<file path="config.mk">
export PLATFORM = sky130hd
export DESIGN_NAME = vpbs_front
export DESIGN_NICKNAME = d
export VERILOG_FILES = /design/src/verlet_particle_box_step_macros.svh /design/src/vpbs_pkg.sv /design/src/vpbs_front.sv
export SDC_FILE = /design/constraint.sdc
export NUM_CORES = 1
export LEC_CHECK = 0
export BUFFER_PORTS_ARGS = -buffer_cell sky130_fd_sc_hd__clkbuf_2
export CORE_MARGIN = 5
export CORE_UTILIZATION = 46
export CTS_CLUSTER_SIZE = 8
export DETAILED_ROUTE_END_ITERATION = 6
export MAX_ROUTING_LAYER = met4
export PLACE_DENSITY = 0.81
export SLEW_MARGIN = 20
export SYNTH_ARGS = -nofsm -noshare
export SYNTH_HDL_FRONTEND = slang
export SYNTH_SLANG_ARGS = --single-unit
</file>
<file path="constraint.sdc">
create_clock -name clk -period 16.4 [get_ports clk]
set_input_delay 0 -clock clk [delete_from_list [all_inputs] [get_ports clk]]
set_output_delay 0 -clock clk [all_outputs]
set_load 0.02 [all_outputs]
</file>
<file path="src/verlet_particle_box_step_macros.svh">
// Assertion helpers used by vpbs_core.
`ifndef VERLET_PARTICLE_BOX_STEP_MACROS_SVH
`define VERLET_PARTICLE_BOX_STEP_MACROS_SVH
// Same-cycle implication.
`define VPBS_ASSERT_NOW(lbl, ante, cons) \
	lbl: assert property (@(posedge clk) disable iff (!arst_n) (ante) |-> (cons)) \
	else $error("vpbs: same-cycle check failed");
// Next-cycle implication.
`define VPBS_ASSERT_NEXT(lbl, ante, cons) \
	lbl: assert property (@(posedge clk) disable iff (!arst_n) (ante) |=> (cons)) \
	else $error("vpbs: next-cycle check failed");
`endif

</file>
<file path="src/vpbs_pkg.sv">
`default_nettype none
package vpbs_pkg;

	localparam int NUM_AXES = 3;

	typedef logic [1:0] axis_t;
	localparam axis_t AX_X    = 2'd0;
	localparam axis_t AX_LAST = 2'd2;

	typedef struct packed {
		logic               clear_forces;
		logic               add_force;
		logic signed [31:0] force_x;
		logic signed [31:0] force_y;
		logic signed [31:0] force_z;
	} item_t;

	typedef struct packed {
		logic signed [31:0] pos_x;
		logic signed [31:0] pos_y;
		logic signed [31:0] pos_z;
		logic [2:0]         wall_hits;
		logic               saturated;
	} result_t;

	typedef enum logic [1:0] {OP_STEP, OP_CLEAR, OP_ADD, OP_CLEAR_ADD} op_t;

	// force_v[0] is x
	typedef struct packed {
		op_t              op;
		logic [2:0][31:0] force_v;
	} cmd_t;

	// dt2 is dt*dt/2^16; a full 17-bit dt needs 18 bits here
	typedef struct packed {
		logic [20:0] radius;
		logic [20:0] mass;
		logic [16:0] rest;
		logic [17:0] dt2;
		logic [30:0] half;
	} cfg_t;

	typedef struct packed {
		logic        we;
		axis_t       ax;
		logic [31:0] value;
	} start_wr_t;

	typedef enum logic [2:0] {
		REG_RADIUS, REG_MASS, REG_REST, REG_DT, REG_HALF,
		REG_START_X, REG_START_Y, REG_START_Z
	} reg_idx_t;

	localparam logic [20:0] RADIUS_RST = 21'd13107;
	localparam logic [20:0] MASS_RST   = 21'd13107;
	localparam logic [16:0] REST_RST   = 17'd13107;
	localparam logic [16:0] DT_RST     = 17'd1092;
	localparam logic [17:0] DT2_RST    = 18'((1092 * 1092) / 65536);
	localparam logic [30:0] HALF_RST   = 31'd655360;
	localparam logic signed [31:0] GRAVITY_Q16 = 32'sd642908;
	localparam logic signed [31:0] ONE_Q16     = 32'sd65536;
	localparam logic [63:0] UNIT_LEN_SQ = 64'h0000_0001_0000_0000;

	typedef enum logic [4:0] {
		ST_IDLE, ST_ADD, ST_SQ_MUL, ST_SQ_ACC, ST_SQ_CMP, ST_SQRT,
		ST_DRAG_GO, ST_DRAG_WAIT, ST_FSUB, ST_ACC_GO, ST_ACC_WAIT,
		ST_DMUL, ST_POS, ST_WCHK, ST_WPV, ST_WMUL, ST_WUPD, ST_DONE
	} state_t;

	function automatic logic signed [49:0] sx50(input logic signed [31:0] v);
		return {{18{v[31]}}, v};
	endfunction

	// {clamped, value}
	function automatic logic [32:0] sat32(input logic signed [49:0] v);
		if (v > 50'sd2147483647) begin
			return {1'b1, 32'h7fff_ffff};
		end else if (v < -50'sd2147483648) begin
			return {1'b1, 32'h8000_0000};
		end
		return {1'b0, v[31:0]};
	endfunction

	// divide by 2^16, rounding toward zero
	function automatic logic signed [49:0] trunc16(input logic signed [65:0] p);
		logic signed [65:0] adj;
		logic signed [65:0] sh;
		adj = p + (p[65] ? 66'sd65535 : 66'sd0);
		sh = adj >>> 16;
		return sh[49:0];
	endfunction

endpackage
`default_nettype wire

</file>
<file path="src/vpbs_front.sv">
`default_nettype none
module vpbs_front import vpbs_pkg::*; #(
	parameter int unsigned DEPTH = 2
) (
	input  wire logic  clk,
	input  wire logic  arst_n,
	input  wire logic  push,
	input  wire item_t item,
	output logic       full,
	output logic       cmd_valid,
	output cmd_t       cmd,
	input  wire logic  cmd_take
);
	localparam int unsigned PW = (DEPTH > 1) ? $clog2(DEPTH) : 1;
	localparam int unsigned CW = $clog2(DEPTH + 1);

	cmd_t            slot_q [DEPTH];
	logic [PW-1:0]   wr_q, rd_q;
	logic [CW-1:0]   cnt_q;
	cmd_t            cls;
	logic            do_push, do_pop;

	always_comb begin
		unique case ({item.clear_forces, item.add_force})
			2'b00: cls.op = OP_STEP;
			2'b10: cls.op = OP_CLEAR;
			2'b01: cls.op = OP_ADD;
			2'b11: cls.op = OP_CLEAR_ADD;
		endcase
		cls.force_v = {item.force_z, item.force_y, item.force_x};
	end

	assign full      = (cnt_q == CW'(DEPTH));
	assign cmd_valid = (cnt_q != '0);
	assign cmd       = slot_q[rd_q];
	assign do_push   = push && !full;
	assign do_pop    = cmd_take && cmd_valid;

	always_ff @(posedge clk) begin
		if (do_push) begin
			slot_q[wr_q] <= cls;
		end
	end

	always_ff @(posedge clk or negedge arst_n) begin
		if (!arst_n) begin
			wr_q  <= '0;
			rd_q  <= '0;
			cnt_q <= '0;
		end else begin
			if (do_push) begin
				wr_q <= (wr_q == PW'(DEPTH - 1)) ? '0 : wr_q + 1'b1;
			end
			if (do_pop) begin
				rd_q <= (rd_q == PW'(DEPTH - 1)) ? '0 : rd_q + 1'b1;
			end
			unique case ({do_push, do_pop})
				2'b10:   cnt_q <= cnt_q + 1'b1;
				2'b01:   cnt_q <= cnt_q - 1'b1;
				default: cnt_q <= cnt_q;
			endcase
		end
	end
endmodule
`default_nettype wire

</file>
## Word level (Yosys, flattened, before mapping)

Memories as Yosys holds them, arrays and structs flattened.
Index checks and enable logic that the tools add are counted.

| word-level totals | value |
|---|---|
| bits in registers | 4 |
| latch bits | 0 |
| RAM bits | 196 |
| memory bits (read-only) | 0 |
| input bits | 102 |
| output and inout bits | 100 |
| word-level logic and storage cells | 26 |
| memories kept | 1 |

| cells by class | value |
|---|---|
| add/subtract/negate cells | 4 |
| $mul | 0 |
| div/mod/pow operators | 0 |
| magnitude comparators | 0 |
| eq/ne operators | 6 |
| shifts and indexed selects | 0 |
| mux-type cells | 6 |
| bitwise operators | 0 |
| reductions and logical operators | 6 |

Memory list:

| memory | words | width | rd ports | clocked after Yosys merged registers in | write ports | RTL line | text |
|---|---|---|---|---|---|---|---|
| slot_q | 2 | 98 | 1 | 0 | 1 | vpbs_front.sv:17 | `cmd_t slot_q [DEPTH];` |

Operators with widths:

| operator | count |
|---|---|
| $eq A2 B2 Y1 const B | 4 |
| $pmux W2 S4 | 1 |
| $eq A2 B1 Y1 const B | 2 |
| $mux W1 | 4 |
| $pmux W2 S2 | 1 |
| $reduce_bool A2 Y1 | 2 |
| $add A1 B1 Y1 const B | 2 |
| $add A2 B1 Y2 const B | 1 |
| $logic_and A1 B1 Y1 | 2 |
| $logic_not A2 Y1 | 1 |
| $sub A2 B1 Y2 const B | 1 |
| $logic_not A1 Y1 | 1 |

## Depth between registers and ports, before layout

| logic depth | value |
|---|---|
| depth in word-level cells | 5 |
| depth in mapped cells | 6 |

## Worst setup path before layout

No wires, ideal clock.

| timing path | value |
|---|---|
| path type | reg2reg |
| start point | register cnt_q[0] |
| end point | memory slot_q[0][0] (netlist name) (enable) |
| library setup time | 0.555 ns |
| arrival time | 4.708 ns |
| data required time | 15.845 ns |
| path slack | 11.136 ns |
| cell stages (with the launch flop) | 4 |
| cell sequence | dfrtp_1 -> nand2b_1 -> nand2_1 -> nor2_1 |

| on the way | value |
|---|---|
| word-level cells in the longest chain between the ends | 5 |

Ends and longest elaborated chain:

| what | RTL line | text |
|---|---|---|
| start: declaration | vpbs_front.sv:19 | `logic [CW-1:0] cnt_q;` |
| start signal: assignment | vpbs_front.sv:58 | `2'b10: cnt_q <= cnt_q + 1'b1;` |
| start signal: assignment | vpbs_front.sv:59 | `2'b01: cnt_q <= cnt_q - 1'b1;` |
| start signal: assignment | vpbs_front.sv:60 | `default: cnt_q <= cnt_q;` |
| $eq A2 B2 Y1 | vpbs_front.sv:33 | `assign full = (cnt_q == CW'(DEPTH));` |
| $logic_not A1 Y1 | vpbs_front.sv:36 | `assign do_push = push && !full;` |
| $logic_and A1 B1 Y1 | vpbs_front.sv:36 |  |
| $mux W1 | vpbs_front.sv:40 | `if (do_push) begin` |
| $mux W1 (not written as such) | vpbs_front.sv:41 | `slot_q[wr_q] <= cls;` |
| end: declaration | vpbs_front.sv:17 |  |

Every way passes these cells.

==> load_flow_metrics.sql <==
INSERT INTO impl_metrics (metric_group, metric, value, unit) VALUES
('sta', 'final_worst_path_period_need', '2.60', 'ns'),
('clock_network', 'postCtsSetupBuffers', '0', ''),
('power_and_ir_drop', 'powerDensity', '167', 'nW/um2'),
('layout', 'final_common_cell', 'sky130_fd_sc_hd__clkbuf_2', ''),
('grt', 'grt_first_pass_wirelength', '24.3', 'mm'),
('clock_network', 'cts_root_buffer', 'sky130_fd_sc_hd__clkbuf_16', ''),
('grt', 'use_met2', '31.6', '%'),
('layout', 'finalNetCount', '741', ''),
('synthesis', 'yosys.area.top_type', 'sky130_fd_sc_hd__edfxtp_1', ''),
('sta', 'grt_setup_unrepaired', 'no', ''),
('synthesis', 'post_synth_instance_area', '7300', 'um2'),
('clock_network', 'clk_path_buf_depth', '2', ''),
('critical_path', 'path_class', 'reg -> out', ''),
('die', 'die_y', '136', 'um'),
('grt', 'gr_util_met3', '4.37', '%'),
('outcome', 'status', 'completed', ''),
('flow_run', 'max_cap_violations', '0', ''),
('clock_network', 'ctsResizeCount', '0', ''),
('grt', 'number_of_global_route_vias_before_repair', '4673', ''),
('placement', 'port_buffers', '201', ''),
('critical_path', 'timing.critical_path.arrival', '2.60', 'ns'),
('placement', 'placement.setup.worst_slack', '13.91', 'ns'),
('sta', 'setup-violations-final', '0', ''),
('synthesis', 'syn_inst', '325', ''),
('clock_network', 'number_of_cts_inserted_buffers', '17', ''),
('synthesis', 'synth_area_leaders', 'sky130_fd_sc_hd__edfxtp_1, sky130_fd_sc_hd__mux2_2, sky130_fd_sc_hd__mux2_4', ''),
('sta', 'max_slew_margin', '42.6', '%'),
('sta', 'timing_worst_slew_pin_value', '0.861', 'ns'),
('synthesis', 'synth_cell_type_count', '17', ''),
('layout', 'filler_cell_count_in_the_final_layout', '1078', ''),
('critical_path', 'cp_max_fo', '56', ''),
('layout', 'utilization', '64.1', '%'),
('synthesis', 'yosysTopAreaCellShare', '80.6', '%'),
('routing', 'routed_wl', '15.6', 'mm'),
('die', 'die_area', '18500', 'um2'),
('sta', 'final.period_utilization', '15.9', '%'),
('power_and_ir_drop', 'power.total', '0.00168', 'W'),
('clock_network', 'insertion_delay', '0.42', 'ns'),
('critical_path', 'cp_capture_type', 'primary output', ''),
('sta', 'max_freq', '384', 'MHz'),
('layout', 'insertedDiodeCount', '0', ''),
('die', 'die_w', '136', 'um'),
('grt', 'grt.busiest_layer', 'met2', ''),
('grt', 'pin_count_of_the_biggest_net_entering_global_routing', '62', ''),
('layout', 'layout.cells.most_common_list', 'sky130_fd_sc_hd__clkbuf_2, sky130_fd_sc_hd__edfxtp_1, sky130_fd_sc_hd__dlygate4sd3_1', ''),
('grt', 'global_route_met1_usage', '19.8', '%'),
('synthesis', 'synthesis.nets', '428', ''),
('synthesis', 'synth_seq_area_share', '81.9', '%'),
('routing', 'route.detailed.vias_per_inst', '4.75', ''),
('clock_network', 'htree_levels', '4', ''),
('synthesis', 'syn_avg_cell_area', '22.5', 'um2'),
('die', 'core_region_area', '15700', 'um2'),
('grt', 'global_route.usage.total', '18.0', '%'),
('die', 'boundaryPins', '202', ''),
('grt', 'overflow', '0', ''),
('clock_network', 'clock-sinks', '200', ''),
('routing', 'detail-route-antenna-nets', '0', ''),
('sta', 'fin_ws', '13.80', 'ns'),
('clock_network', 'clock_slew_at_reported_path_ffs', '0.07', 'ns'),
('placement', 'routabilityCongestion', '0.707', ''),
('grt', 'antenna_violations_before_repair', '0', ''),
('critical_path', 'cp-start-kind', 'flop', ''),
('die', 'floorplan.initialDensity', '46.5', '%'),
('sta', 'final_hold_viol_count', '0', ''),
('sta', 'clock_skew', '0.00616', 'ns'),
('sta', 'setup_total_negative_slack', '0', 'ns'),
('routing', 'vias_after_detailed_routing', '4110', ''),
('placement', 'dpl.hpwl', '9.30', 'mm'),
('min_path', 'min_path_type', 'in -> reg', ''),
('critical_path', 'worst_ep_required_time', '16.40', 'ns'),
('power_and_ir_drop', 'power_leakage', '3.86', 'nW'),
('power_and_ir_drop', 'vdd_ir_drop_max', '106', 'uV'),
('routing', 'first_iter_violations', '175', ''),
('layout', 'layout_overhead_on_the_synthesized_area', '37.8', '%'),
('synthesis', 'ys_seq_elements', '200', ''),
('clock_network', 'tritoncts', 'done', ''),
('layout', 'final_layout_size_suffix_gt1_share', '50.8', '%'),
('die', 'rows', '46', ''),
('routing', 'drc', '0', ''),
('clock_network', 'cts_hold_buf', '102', ''),
('routing', 'wire_per_inst', '18.0', 'um'),
('sta', 'timing_max_transition_violations_final', '0', ''),
('routing', 'detailedRoute.firstPassIterationCount', '4', ''),
('synthesis', 'synth-warning-count', '0', '');
## area by class of cell
| cell class | count | area [um2] | share of cell area (%) |
|---|---|---|---|
| inverter | 1 | 3.75 | 0.0373 |
| timing repair buffer | 307 | 2060 | 20.4 |
| multi-input combinational | 111 | 1250 | 12.4 |
| clock buffer | 21 | 440 | 4.38 |
| sequential | 200 | 5990 | 59.5 |
| tap | 216 | 270 | 2.69 |
| clock inverter | 10 | 57.6 | 0.572 |
## kinds of logic after synthesis
logic type | count (synthesis) | synth area share (%)
xor gates and xnor gates | 5 | 0.600
muxes | 98 | 15.6
adders and majority gates | 1 | 0.171
and+or+nand+nor | 7 | 0.497
DFF | 200 | 81.9
buffers and inverters | 14 | 1.16
## state kept, by name, indices dropped and copies added, names as in the netlist
name and count:
slot_q 196, cnt_q 2, rd_q 1, wr_q 1
## per-stage QoR
step | hold slack (ns) | instances | cell area, um2
floorplan | -0.296 | 325 | 7300
global placement | -0.191 | 733 | 8550
finish | 0.306 | 866 | 10100
global route | 0.290 | 866 | 10100
CTS | 0.277 | 866 | 10100
detailed placement | -0.180 | 733 | 8550
## path summary, 6_finish.rpt
| path | slack [ns] | from | end | cells past startpoint |
|---|---|---|---|---|
| setup / recovery | 13.80 | rd_q$_DFFE_PN0P_ | cmd[83] | 3 |
| hold / removal | 0.31 | item[37] | slot_q[0][37]$_DFFE_PP_ | 2 |
| setup reg to reg | 13.96 | cnt_q[0]$_DFFE_PN0P_ | slot_q[0][64]$_DFFE_PP_ | 5 |
| hold reg to reg | 0.49 | cnt_q[1]$_DFFE_PN0P_ | cnt_q[1]$_DFFE_PN0P_ | 1 |
| max in group asynchronous | 15.69 | arst_n | rd_q$_DFFE_PN0P_ | 3 |
| min in group asynchronous | 0.51 | arst_n | cnt_q[1]$_DFFE_PN0P_ | 3 |
## cell usage after synthesis
master and count:
sky130_fd_sc_hd__edfxtp_1 196, sky130_fd_sc_hd__mux2_4 10, sky130_fd_sc_hd__nand2b_1 1, sky130_fd_sc_hd__ha_1 1, sky130_fd_sc_hd__nor2_1 2, sky130_fd_sc_hd__xnor2_1 3, sky130_fd_sc_hd__xor2_1 2, sky130_fd_sc_hd__dfrtp_1 4
sky130_fd_sc_hd__buf_6 3, sky130_fd_sc_hd__buf_2 8, sky130_fd_sc_hd__inv_1 1, sky130_fd_sc_hd__mux2_2 88, sky130_fd_sc_hd__and2_1 1, sky130_fd_sc_hd__nand2_1 1, sky130_fd_sc_hd__or2_2 1, sky130_fd_sc_hd__and3_1 1
sky130_fd_sc_hd__clkbuf_1 2
## power breakdown
part | internal, W | switching (W)
registers | 0.000700 | 0.0000507
clock network | 0.000191 | 0.000166
logic | 0.000230 | 0.000338
## routing by layer
layer	routed length, um	up-vias
li1	-	1915
met1	5990	2040
met2	8510	132
met3	791	23
met4	297	0
met5	0	-
## critical path, cell delays in order, from the launching register on
cell                       delay (ns)
sky130_fd_sc_hd__dfrtp_4         0.84
sky130_fd_sc_hd__buf_4           0.72
sky130_fd_sc_hd__mux2_2          0.43
sky130_fd_sc_hd__clkbuf_2        0.17
(Power assumes the default switching activity.)
